## config.mk

```make
export PLATFORM = sky130hd
export DESIGN_NAME = area_average_downscale_horizontal
export DESIGN_NICKNAME = d
export VERILOG_FILES = /design/src/rtl/aadh_pkg.sv /design/src/rtl/aadh_ctrl.sv /design/src/rtl/aadh_dp.sv /design/src/rtl/area_average_downscale_horizontal.sv
export VERILOG_INCLUDE_DIRS = /design/src /design/src/rtl
export SDC_FILE = /design/constraint.sdc
export NUM_CORES = 2
export LEC_CHECK = 0
export BUFFER_PORTS_ARGS = -buffer_cell sky130_fd_sc_hd__buf_2
export CAP_MARGIN = 40
export CORE_ASPECT_RATIO = 1.5
export CORE_MARGIN = 5
export CORE_UTILIZATION = 35
export CTS_BUF_LIST = sky130_fd_sc_hd__clkbuf_4
export DETAILED_ROUTE_END_ITERATION = 10
export PLACE_DENSITY_LB_ADDON = 0.15
export SYNTH_ARGS = -nofsm -noshare
export SYNTH_HDL_FRONTEND = slang
export SYNTH_SLANG_ARGS = --single-unit
export TNS_END_PERCENT = 20
```

## constraint.sdc

```tcl
create_clock -name clk -period 13.45 [get_ports clk]
set_clock_uncertainty 0.1 [all_clocks]
set_input_delay 0.6725 -clock clk [delete_from_list [all_inputs] [get_ports clk]]
set_output_delay 0.6725 -clock clk [all_outputs]
set_load 0.02 [all_outputs]
```

## src/rtl/area_average_downscale_horizontal_assert.svh

```systemverilog
// ----------------------------------------------------------------------------
// Assertion macros for the horizontal area-average downscaler
// Concurrent checks that compile away when SYNTH is defined.
// ----------------------------------------------------------------------------
`ifndef AREA_AVERAGE_DOWNSCALE_HORIZONTAL_ASSERT_SVH
`define AREA_AVERAGE_DOWNSCALE_HORIZONTAL_ASSERT_SVH

`ifndef SYNTH

// Property p must hold at every clock edge outside reset.
`define AADH_ASSERT_ALWAYS(lbl, clk, rst_n, p) \
  lbl: assert property (@(posedge clk) disable iff (!rst_n) (p)) \
    else $error("assertion failed");

// Condition a implies b in the same cycle.
`define AADH_ASSERT_IMPLIES(lbl, clk, rst_n, a, b) \
  lbl: assert property (@(posedge clk) disable iff (!rst_n) (a) |-> (b)) \
    else $error("assertion failed");

// Condition a implies b in the next cycle.
`define AADH_ASSERT_NEXT(lbl, clk, rst_n, a, b) \
  lbl: assert property (@(posedge clk) disable iff (!rst_n) (a) |=> (b)) \
    else $error("assertion failed");

`else

`define AADH_ASSERT_ALWAYS(lbl, clk, rst_n, p)
`define AADH_ASSERT_IMPLIES(lbl, clk, rst_n, a, b)
`define AADH_ASSERT_NEXT(lbl, clk, rst_n, a, b)

`endif

`endif

```

## src/rtl/aadh_pkg.sv

```systemverilog
// ----------------------------------------------------------------------------
// Horizontal area-average downscaler package
// Payload types, control structs, state encoding and register indexes.
// ----------------------------------------------------------------------------
package aadh_pkg;

  localparam int SAMPLE_W   = 8;
  localparam int RATIO_W    = 12;
  localparam int TOTAL_W    = RATIO_W + 1;
  localparam int SUM_W      = 20;
  localparam int LANE_MAX   = 4;
  localparam int LANES_W    = 3;
  localparam int QUOT_W     = 8;
  localparam int DIV_CNT_W  = $clog2(QUOT_W);
  localparam int CFG_IDX_W  = 2;
  localparam int CFG_DATA_W = 12;

  // Configuration register indexes.
  localparam logic [CFG_IDX_W-1:0] REG_RATIO_NUM  = 2'd0;
  localparam logic [CFG_IDX_W-1:0] REG_RATIO_DEN  = 2'd1;
  localparam logic [CFG_IDX_W-1:0] REG_LANES_USED = 2'd2;

  // Index of the first (most significant) quotient bit resolved.
  localparam logic [DIV_CNT_W-1:0] DIV_FIRST = DIV_CNT_W'(QUOT_W - 1);

  typedef struct packed {
    logic [SAMPLE_W-1:0] lane3;
    logic [SAMPLE_W-1:0] lane2;
    logic [SAMPLE_W-1:0] lane1;
    logic [SAMPLE_W-1:0] lane0;
  } in_item_t;

  typedef struct packed {
    logic [SAMPLE_W-1:0] out_lane3;
    logic [SAMPLE_W-1:0] out_lane2;
    logic [SAMPLE_W-1:0] out_lane1;
    logic [SAMPLE_W-1:0] out_lane0;
  } out_item_t;

  typedef enum logic [1:0] {
    ST_IDLE,
    ST_DIV,
    ST_HOLD
  } aadh_state_t;

  // Commands from the controller to the datapath.
  typedef struct packed {
    logic                 accept;
    logic                 div_step;
    logic [DIV_CNT_W-1:0] div_idx;
    logic                 out_load;
  } aadh_cmd_t;

  // Status from the datapath to the controller.
  typedef struct packed {
    logic span_done;
  } aadh_stat_t;

endpackage

```

## src/rtl/aadh_ctrl.sv

```systemverilog
// ----------------------------------------------------------------------------
// Downscaler controller
// Sequences request acceptance, the bit-serial divide and the output load.
// ----------------------------------------------------------------------------
`include "area_average_downscale_horizontal_assert.svh"

module aadh_ctrl import aadh_pkg::*; (
  input  logic       clk,
  input  logic       rst_n,
  input  logic       in_valid,
  output logic       in_stall,
  output logic       out_valid,
  input  logic       out_stall,
  input  aadh_stat_t stat,
  output aadh_cmd_t  cmd
);

  aadh_state_t          state_r, state_nxt;
  logic [DIV_CNT_W-1:0] cnt_r, cnt_nxt;
  logic                 out_valid_r, out_valid_nxt;
  logic                 out_free;
  logic                 in_accept;

  // The output register can take a new request when empty or being drained.
  assign out_free  = !out_valid_r || !out_stall;
  assign in_accept = in_valid && !in_stall;

  // Next state and divide bit counter.
  always_comb begin
    state_nxt = state_r;
    cnt_nxt   = cnt_r;
    case (state_r)
      ST_IDLE: begin
        if (in_accept && stat.span_done) begin
          state_nxt = ST_DIV;
          cnt_nxt   = DIV_FIRST;
        end
      end
      ST_DIV: begin
        if (cnt_r == '0) begin
          state_nxt = ST_HOLD;
        end else begin
          cnt_nxt = cnt_r - 1'b1;
        end
      end
      ST_HOLD: begin
        if (out_free) begin
          state_nxt = ST_IDLE;
        end
      end
      default: begin
        state_nxt = ST_IDLE;
      end
    endcase
  end

  // Commands and handshake outputs.
  always_comb begin
    in_stall     = 1'b1;
    cmd.accept   = 1'b0;
    cmd.div_step = 1'b0;
    cmd.div_idx  = cnt_r;
    cmd.out_load = 1'b0;
    case (state_r)
      ST_IDLE: begin
        in_stall   = 1'b0;
        cmd.accept = in_valid;
      end
      ST_DIV: begin
        cmd.div_step = 1'b1;
      end
      ST_HOLD: begin
        cmd.out_load = out_free;
      end
      default: begin
        in_stall = 1'b1;
      end
    endcase
  end

  // Output valid is set on load and cleared when the request is taken.
  always_comb begin
    out_valid_nxt = out_valid_r && out_stall;
    if (cmd.out_load) begin
      out_valid_nxt = 1'b1;
    end
  end

  assign out_valid = out_valid_r;

  always_ff @(posedge clk) begin
    if (!rst_n) begin
      state_r     <= ST_IDLE;
      cnt_r       <= '0;
      out_valid_r <= 1'b0;
    end else begin
      state_r     <= state_nxt;
      cnt_r       <= cnt_nxt;
      out_valid_r <= out_valid_nxt;
    end
  end

  `AADH_ASSERT_NEXT(a_span_starts_div, clk, rst_n, cmd.accept && stat.span_done, state_r == ST_DIV && cnt_r == DIV_FIRST)
  `AADH_ASSERT_NEXT(a_div_ends_in_hold, clk, rst_n, state_r == ST_DIV && cnt_r == '0, state_r == ST_HOLD)
  `AADH_ASSERT_IMPLIES(a_load_when_free, clk, rst_n, cmd.out_load, !(out_valid_r && out_stall))

endmodule

```

## src/rtl/aadh_dp.sv

```systemverilog
// ----------------------------------------------------------------------------
// Downscaler datapath
// Configuration registers, per-lane span accumulators, restoring dividers
// and the output register.
// ----------------------------------------------------------------------------
`include "area_average_downscale_horizontal_assert.svh"

module aadh_dp import aadh_pkg::*; #(
  parameter int LANES = 4
) (
  input  logic                  clk,
  input  logic                  rst_n,
  input  logic                  cfg_we,
  input  logic [CFG_IDX_W-1:0]  cfg_index,
  input  logic [CFG_DATA_W-1:0] cfg_data,
  input  in_item_t              in_data,
  input  aadh_cmd_t             cmd,
  output aadh_stat_t            stat,
  output out_item_t             out_data
);

  logic [RATIO_W-1:0]  ratio_num_r;
  logic [RATIO_W-1:0]  ratio_den_r;
  logic [LANES_W-1:0]  lanes_used_r;
  logic [RATIO_W-1:0]  span_fill_r;
  logic [SUM_W-1:0]    sums_r   [LANES];
  logic [SUM_W-1:0]    sums_nxt [LANES];
  logic [SUM_W-1:0]    sum_full [LANES];
  logic [SUM_W-1:0]    rem_r    [LANES];
  logic [QUOT_W-1:0]   quot_r   [LANES];
  logic [QUOT_W-1:0]   quot_ext [LANE_MAX];
  logic [SAMPLE_W-1:0] samples  [LANE_MAX];
  logic [SAMPLE_W-1:0] out_r    [LANE_MAX];
  logic [SAMPLE_W-1:0] out_nxt  [LANE_MAX];

  logic [RATIO_W-1:0]  den_eff;
  logic [RATIO_W-1:0]  num_raw;
  logic [RATIO_W-1:0]  num_eff;
  logic [TOTAL_W-1:0]  total;
  logic [RATIO_W-1:0]  take;
  logic [RATIO_W-1:0]  rest;
  logic [RATIO_W-1:0]  mul_factor;
  logic [RATIO_W-1:0]  fill_nxt;
  logic [SUM_W-1:0]    trial;
  logic                cfg_hit;

  // Zero ratios act as one; the numerator saturates at the denominator.
  assign den_eff = (ratio_den_r == '0) ? RATIO_W'(1) : ratio_den_r;
  assign num_raw = (ratio_num_r == '0) ? RATIO_W'(1) : ratio_num_r;
  assign num_eff = (num_raw > den_eff) ? den_eff : num_raw;

  // Span bookkeeping: does this pixel close the open span?
  assign total          = TOTAL_W'(span_fill_r) + TOTAL_W'(num_eff);
  assign stat.span_done = (total >= TOTAL_W'(den_eff));
  assign take           = den_eff - span_fill_r;
  assign rest           = RATIO_W'(total - TOTAL_W'(den_eff));
  assign mul_factor     = stat.span_done ? take : num_eff;
  assign fill_nxt       = stat.span_done ? rest : RATIO_W'(total);

  assign samples[0] = in_data.lane0;
  assign samples[1] = in_data.lane1;
  assign samples[2] = in_data.lane2;
  assign samples[3] = in_data.lane3;

  // Per-lane weighted accumulation and the sum that closes a span.
  for (genvar g = 0; g < LANES; g++) begin : g_lane
    logic [SUM_W-1:0] prod_in;
    logic [SUM_W-1:0] prod_rest;
    assign prod_in     = SUM_W'(samples[g]) * SUM_W'(mul_factor);
    assign prod_rest   = SUM_W'(samples[g]) * SUM_W'(rest);
    assign sum_full[g] = sums_r[g] + prod_in;
    assign sums_nxt[g] = stat.span_done ? prod_rest : sum_full[g];
  end

  // A write to a listed register also restarts the span.
  always_comb begin
    case (cfg_index)
      REG_RATIO_NUM, REG_RATIO_DEN, REG_LANES_USED: cfg_hit = cfg_we;
      default:                                      cfg_hit = 1'b0;
    endcase
  end

  // Configuration registers.
  always_ff @(posedge clk) begin
    if (!rst_n) begin
      ratio_num_r  <= RATIO_W'(1);
      ratio_den_r  <= RATIO_W'(1);
      lanes_used_r <= LANES_W'(1);
    end else if (cfg_we) begin
      case (cfg_index)
        REG_RATIO_NUM:  ratio_num_r  <= cfg_data[RATIO_W-1:0];
        REG_RATIO_DEN:  ratio_den_r  <= cfg_data[RATIO_W-1:0];
        REG_LANES_USED: lanes_used_r <= cfg_data[LANES_W-1:0];
        default: begin
        end
      endcase
    end
  end

  // Span state: fill count and lane sums.
  always_ff @(posedge clk) begin
    if (!rst_n || cfg_hit) begin
      span_fill_r <= '0;
      for (int i = 0; i < LANES; i++) begin
        sums_r[i] <= '0;
      end
    end else if (cmd.accept) begin
      span_fill_r <= fill_nxt;
      for (int i = 0; i < LANES; i++) begin
        sums_r[i] <= sums_nxt[i];
      end
    end
  end

  // Restoring divider, one quotient bit per step for all lanes at once.
  assign trial = SUM_W'(den_eff) << cmd.div_idx;

  always_ff @(posedge clk) begin
    for (int i = 0; i < LANES; i++) begin
      if (cmd.accept && stat.span_done) begin
        rem_r[i]  <= sum_full[i];
        quot_r[i] <= '0;
      end else if (cmd.div_step && (rem_r[i] >= trial)) begin
        rem_r[i]                <= rem_r[i] - trial;
        quot_r[i][cmd.div_idx] <= 1'b1;
      end
    end
  end

  // Lanes that are not built or not in use give zero.
  for (genvar g = 0; g < LANE_MAX; g++) begin : g_quot
    if (g < LANES) begin : g_live
      assign quot_ext[g] = quot_r[g];
    end else begin : g_zero
      assign quot_ext[g] = '0;
    end
  end

  always_comb begin
    for (int i = 0; i < LANE_MAX; i++) begin
      out_nxt[i] = (LANES_W'(i) < lanes_used_r) ? quot_ext[i] : '0;
    end
  end

  // Output register.
  always_ff @(posedge clk) begin
    if (cmd.out_load) begin
      for (int i = 0; i < LANE_MAX; i++) begin
        out_r[i] <= out_nxt[i];
      end
    end
  end

  assign out_data.out_lane0 = out_r[0];
  assign out_data.out_lane1 = out_r[1];
  assign out_data.out_lane2 = out_r[2];
  assign out_data.out_lane3 = out_r[3];

  `AADH_ASSERT_ALWAYS(a_fill_below_den, clk, rst_n, span_fill_r < den_eff)
  `AADH_ASSERT_IMPLIES(a_rem_below_den, clk, rst_n, cmd.out_load, rem_r[0] < SUM_W'(den_eff))

endmodule

```

## src/rtl/area_average_downscale_horizontal.sv

```systemverilog
// ----------------------------------------------------------------------------
// Horizontal area-average downscaler, top level
// Source pixels of up to four 8-bit lanes go in on the in_ channel; each
// closed span leaves as one averaged pixel on the out_ channel. Both channels
// use valid/stall: a request moves at a clock edge with valid high and stall
// low. The cfg_ port writes ratio_num (index 0), ratio_den (index 1) and
// lanes_used (index 2); any such write restarts the span. Write it only while
// the block is idle.
// A pixel that does not close a span leaves the block idle and ready for the
// next pixel. A pixel that closes a span is accepted, then the eight-step
// restoring divider resolves one quotient bit per cycle for all lanes, and
// the hold state then loads the output register once it is free; in_stall is
// high from acceptance until that load. The next pixel can be accepted while
// the result still waits in the output register; a stalled receiver only
// holds the block when a further result is ready to be loaded.
// Reset sets both ratios and lanes_used to 1 and clears the lane sums and the
// fill count.
// ----------------------------------------------------------------------------
module area_average_downscale_horizontal import aadh_pkg::*; #(
  parameter int LANES = 4
) (
  input  logic                  clk,
  input  logic                  rst_n,
  input  logic                  in_valid,
  output logic                  in_stall,
  input  in_item_t              in_data,
  output logic                  out_valid,
  input  logic                  out_stall,
  output out_item_t             out_data,
  input  logic                  cfg_we,
  input  logic [CFG_IDX_W-1:0]  cfg_index,
  input  logic [CFG_DATA_W-1:0] cfg_data
);

  aadh_cmd_t  cmd;
  aadh_stat_t stat;

  // Controller: handshakes and divide sequencing.
  aadh_ctrl u_ctrl (
    .clk       (clk),
    .rst_n     (rst_n),
    .in_valid  (in_valid),
    .in_stall  (in_stall),
    .out_valid (out_valid),
    .out_stall (out_stall),
    .stat      (stat),
    .cmd       (cmd)
  );

  // Datapath: accumulators, dividers and output register.
  aadh_dp #(
    .LANES (LANES)
  ) u_dp (
    .clk       (clk),
    .rst_n     (rst_n),
    .cfg_we    (cfg_we),
    .cfg_index (cfg_index),
    .cfg_data  (cfg_data),
    .in_data   (in_data),
    .cmd       (cmd),
    .stat      (stat),
    .out_data  (out_data)
  );

endmodule
```

Yosys cells after proc, flatten, opt, wreduce, memory -nomap -nowiden
Memories as Yosys holds them, arrays and structs flattened.
Cells that the tools add are included.
{ "word_totals": {"in_bits": 51, "memories": 4, "regBits": 45, "ramBits": 224} }
{ "op_classes": {"n_eq_ne": 8, "n_bitwise": 40, "n_mul": 8, "n_reduce_logical": 26, "addsub": 12, "muxes": 93, "order_cmp": 12, "shift": 1} }
{ "mem_list": {"columns": ["name", "words", "word_bits", "rd", "rd_clocked_by_memory_dff", "write_ports", "line", "source"], "rows": [
  ["u_dp.rem_r", 4, 20, 4, 0, 4, "aadh_dp.sv:29", "logic [SUM_W-1:0] rem_r [LANES];"],
  ["u_dp.sums_r", 4, 20, 4, 0, 4, "aadh_dp.sv:26", "logic [SUM_W-1:0] sums_r [LANES];"],
  ["u_dp.out_r", 4, 8, 4, 0, 4, "aadh_dp.sv:33", "logic [SAMPLE_W-1:0] out_r [LANE_MAX];"],
  ["u_dp.quot_r", 4, 8, 4, 0, 4, "aadh_dp.sv:30", "logic [QUOT_W-1:0] quot_r [LANES];"]
]} }
{ "ops": {"columns": ["op", "n"], "rows": [
  ["2-to-1 mux 20 bit", 12],
  ["multiplier 8 x 12 -> 20 bit", 8],
  ["adder 20 bit", 4],
  [">= comparator 20 bit", 4],
  ["subtractor 20 bit", 4],
  ["2-to-1 mux 8 bit", 8],
  ["2-to-1 mux 1 bit", 60],
  ["2-to-1 mux 12 bit", 5],
  ["bitwise OR 1 bit", 40],
  ["zero test 12 bit", 2],
  ["subtractor 12 bit", 2],
  ["<< shifter 12 x 3 -> 20 bit", 1],
  ["adder 12 x 12 -> 13 bit", 1],
  [">= comparator 13 x 12 -> 1 bit", 1],
  ["greater-than comparator 12 bit", 1],
  ["logical AND 1 bit", 9],
  ["less-than comparator 1 x 3 -> 1 bit (first input constant)", 2],
  ["less-than comparator 2 x 3 -> 1 bit (first input constant)", 2],
  ["2-to-1 mux 2 bit", 3],
  ["2-to-1 mux 3 bit", 2],
  ["one-hot mux 2 bit (3 select lines)", 1],
  ["one-hot mux 3 bit (2 select lines)", 1],
  ["AND reduction 2 bit", 3],
  ["AND reduction 3 bit", 2],
  ["other kinds (14)", 22]
]} }

Logic depth before layout (Yosys ltp)
{ "depth": {"word_depth": 11, "mapped_depth": 54} }

Cells and area by module
From an unflattened synthesis, not the netlist that was laid out.
{ "hier_totals": {"hier_cells": 4928, "hier_area_um2": 43784.5} }
{ "by_module_without_submodules": {"columns": ["mod", "area_each_um2", "seq_area_each_um2", "instances", "cells_per_inst"], "rows": [
  ["aadh_dp", 43456.7, 7427.1, 1, 4892],
  ["aadh_ctrl", 327.8, 120.1, 1, 36]
]} }

Least setup slack after synthesis
OpenSTA, ideal clock, no wires.
{ "synth_path": {"path_kind": "reg2reg", "start": "reg u_dp.ratio_den_r[1]", "end": "mem u_dp.rem_r[1][18], data pin", "required_ns": 13.090, "arrival_ns": 10.673, "path_stages_with_launch": 48, "synth_period_minus_slack_ns": 11.033, "path_slack_ns": 2.417, "cell_sequence": "dfxtp_1 > clkbuf_1 > nor4_1 > a31oi_1 > inv_1 > ha_1 > nor2b_1 > o21a_1 > o21ai_0 > a21oi_1 > o22a_1 > clkbuf_1 > mux2i_1 > inv_1 > ha_1 > a21o_1 > a21o_1 > a2111oi_0 > (+12 left out) > buf_4 > nand2_1 > fa_1 > inv_1 > fa_1 > inv_1 > fa_1 > fa_1 > inv_1 > ha_1 > o21a_1 > a2111oi_0 > o21ai_0 > o31ai_1 > o21ai_0 > a221oi_1 > xnor2_1 > mux2_2"} }
{ "synth_lines": {"columns": ["item", "line", "source"], "rows": [
  ["start, declared", "aadh_dp.sv:23", "logic [RATIO_W-1:0] ratio_den_r;"],
  ["start signal, assigned", "aadh_dp.sv:92", "REG_RATIO_DEN: ratio_den_r <= cfg_data[RATIO_W-1:0];"],
  ["end, declared", "aadh_dp.sv:29", null]
]} }

==> flow_summary.ini <==
[critical_path]
path_max_fanout = 12
cp-end-kind = register
crit_type = reg -> reg
crit_arrival_ns = 13.10
cp_slowest_cell = a21oi_4
startpoint_type = register
slowest_delay_ns = 0.60
cp.required_ns = 13.94

[place]
place.gp.congestion = 0.919
place_inst = 6431
port_buffers = 84
dp_hpwl_um = 103000

[drt]
route.detailed.drc = 0
wirelength_um = 135000
met1_length_um = 53300
dr.pass1.iters = 7
highest_layer = met4
via_per_inst = 5.10
drtAntennaViolNets = 0
routed-wl-met3_um = 4550
route.met2.wl_um = 69600
wl_per_cell_um = 20.5
num_vias = 33600
drt_iter0_drc = 1449

[synth]
synth_top_family_by_area = adder cells
syn_area_per_cell_um2 = 8.81
synth-xor-area-share = 0.0446
synthCells = 4899
synth_top_area_share = 0.259
synth-adder-area-share = 0.387
synth-async-reset-ratio = 0
mappedNetlistNets = 5951
synth.mux.area_fraction = 0.0154
yosys.area_share.simple = 0.179
synthDistinctLibCells = 75
synth_area_um2 = 43200
netlist_top_cells_count = inv_1 (821), nand2_1 (660), fa_1 (559)
synth_edf_count = 216
synth_warnings = 0
synth_top_area_cell = fa_1
yosys-top-cells-area = fa_1 (26%), edfxtp_1 (15%), ha_1 (13%)
synth-seq-cells = 269
synth.most_common_cell = inv_1
synth-seq-area-share = 0.175
synthFlopType = edfxtp_1
synth-compound-area-share = 0.105

[run]
cap_violations = 0

[sta]
slew_violations = 0
fin_crit_ns = 12.61
rsz0062_at_grt = false
relSlewSlack = 0.336
setup_viol_count_final = 0
hold_viol_final = 0
tightest_slew_ns = 0.994
fin_crit_sh = 0.937
tns_ns = 0
max_freq_mhz = 79.3

[floorplanning]
rows = 157
die_area_um2 = 131000
initial_utilization = 0.353
boundaryPins = 85
die_h_um = 440
die_w_um = 297
design.core.area_um2 = 122000

[global_route]
track_usage = 0.206
global_route.overflow_total = 0
grt_max_degree = 56
grt_pass1_wl_um = 208000
antenna_found_initial = 12
grt_pass1_vias = 35500

[cts]
clk_pin_slew_ns = 0.07
htree_levels = 3
cts_root_buf = clkbuf_4
cts_sinks = 269
cts_buffer_depth = 3
cts_tree = yes
clkLatencyLatePin_ns = 0.94
cts_buffers = 79

[layout]
utilization = 0.382
finalNonFillerCells = 6584
area_growth_pct = 8.43
fin_nets = 5992
drive_gt1_frac = 0.0770

[outcome]
status = finished clean

[hold_path]
hold_path.class = in -> reg
==> per-layer routing <==
metal | vias to the layer above | global-route usage
met3 | 255 | 0.0194
li1 | 15800 | -
met5 | - | 0
met1 | 16900 | 0.236
met4 | 0 | 0.0980
met2 | 664 | 0.385
==> sequential cells by signal (all words and copies together), names as in the netlist, 12 cells and up <==
| register | flops |
|---|---|
| u_dp.span_fill_r | 12 |
| u_dp.quot_r | 32 |
| u_dp.out_r | 32 |
| u_dp.ratio_num_r | 12 |
| u_dp.ratio_den_r | 12 |
| u_dp.sums_r | 80 |
| u_dp.rem_r | 80 |
==> layout by cell type (no fill, tap or decap), types with 12 or more instances in the layout <==
cell             n
inv_1          821
nand2_1        660
fa_1           559
ha_1           441
and2_1         395
a21oi_1        224
edfxtp_1       216
nor2_1         194
o21ai_0        166
xnor2_1        132
clkbuf_4       114
nor2b_1        106
buf_2           85
xor2_1          79
buf_4           71
a21o_1          66
nor3_1          61
dfxtp_1         53
nand2b_1        44
nand3_1         41
o21a_1          34
a21boi_0        26
mux2_2          26
a211oi_1        25
mux2i_1         23
nand4_1         22
a31oi_1         20
or3_1           19
o31ai_1         15
o21bai_1        15
o211ai_1        13
dlygate4sd3_1   13
and3_1          12
clkinv_1        12
==> through the flow <==
step / setup slack (ns) / area, um2 / hold slack, ns
2_1_floorplan: 2.42 / 43200 / 0.329
3_3_place_gp: 0.879 / 45400 / 0.347
3_5_place_dp: 0.668 / 45700 / 0.361
4_1_cts: 0.593 / 46700 / 0.00318
5_1_grt: 0.0544 / 46800 / 0.0914
6_report: 0.841 / 46800 / 0.113
==> worst max-delay path: cells and delay by family (launching register included) <==
kind / cells / cell delay [ns]
mux: 1 / 0.28
compound gates: 20 / 4.69
flops: 1 / 0.52
fa+ha+maj: 9 / 3.57
xor+xnor: 2 / 0.34
simple gates: 11 / 1.90
buf+inv: 7 / 0.89
==> final cells by class <==
| class | instances | area, um2 |
|---|---|---|
| multi-input cells | 3580 | 31800 |
| clock inverters | 16 | 88.8 |
| well taps | 1590 | 1990 |
| inverters | 823 | 3090 |
| repair buffers | 187 | 1420 |
| flip-flops and latches | 269 | 7550 |
| diodes | 5 | 12.5 |
| fillers | 12600 | 75600 |
| clock buffers | 114 | 856 |
==> cell families after synthesis <==
group                      count (synthesis)
DFF                                      269
xor gates and xnor gates                 220
muxes                                     57
adders and majority gates               1001
and+or+nand+nor                         1594
buffers and inverters                   1051
AOI/OAI and AO/OA                        707
==> path summary, 6_finish.rpt <==
| kind | startpoint | endpoint | slack (ns) | depth (start not counted) |
|---|---|---|---|---|
| worst max-delay path | u_dp.ratio_den_r[6] | u_dp.sums_r[0][39] | 0.84 | 50 |
| worst min-delay path | cfg_index[1] | u_dp.ratio_den_r[3] | 0.11 | 4 |
| worst max register to register | u_dp.ratio_den_r[6] | u_dp.sums_r[0][39] | 0.84 | 50 |
| worst min register to register | u_dp.quot_r[2][7] | u_dp.quot_r[2][7] | 0.37 | 2 |
==> timing repair <==
action | 4_1_cts | 5_1_grt
hold buffers | 13 | 0
buffers inserted | 0 | 4
hold endpoints to repair | 33 | 0
gates resized for setup | 0 | 3
endpoints found under the setup margin | 0 | 17
Power is left out: the tool's default activity adds up to more than one toggle a clock period on the data nets, which glitch-free logic cannot reach.
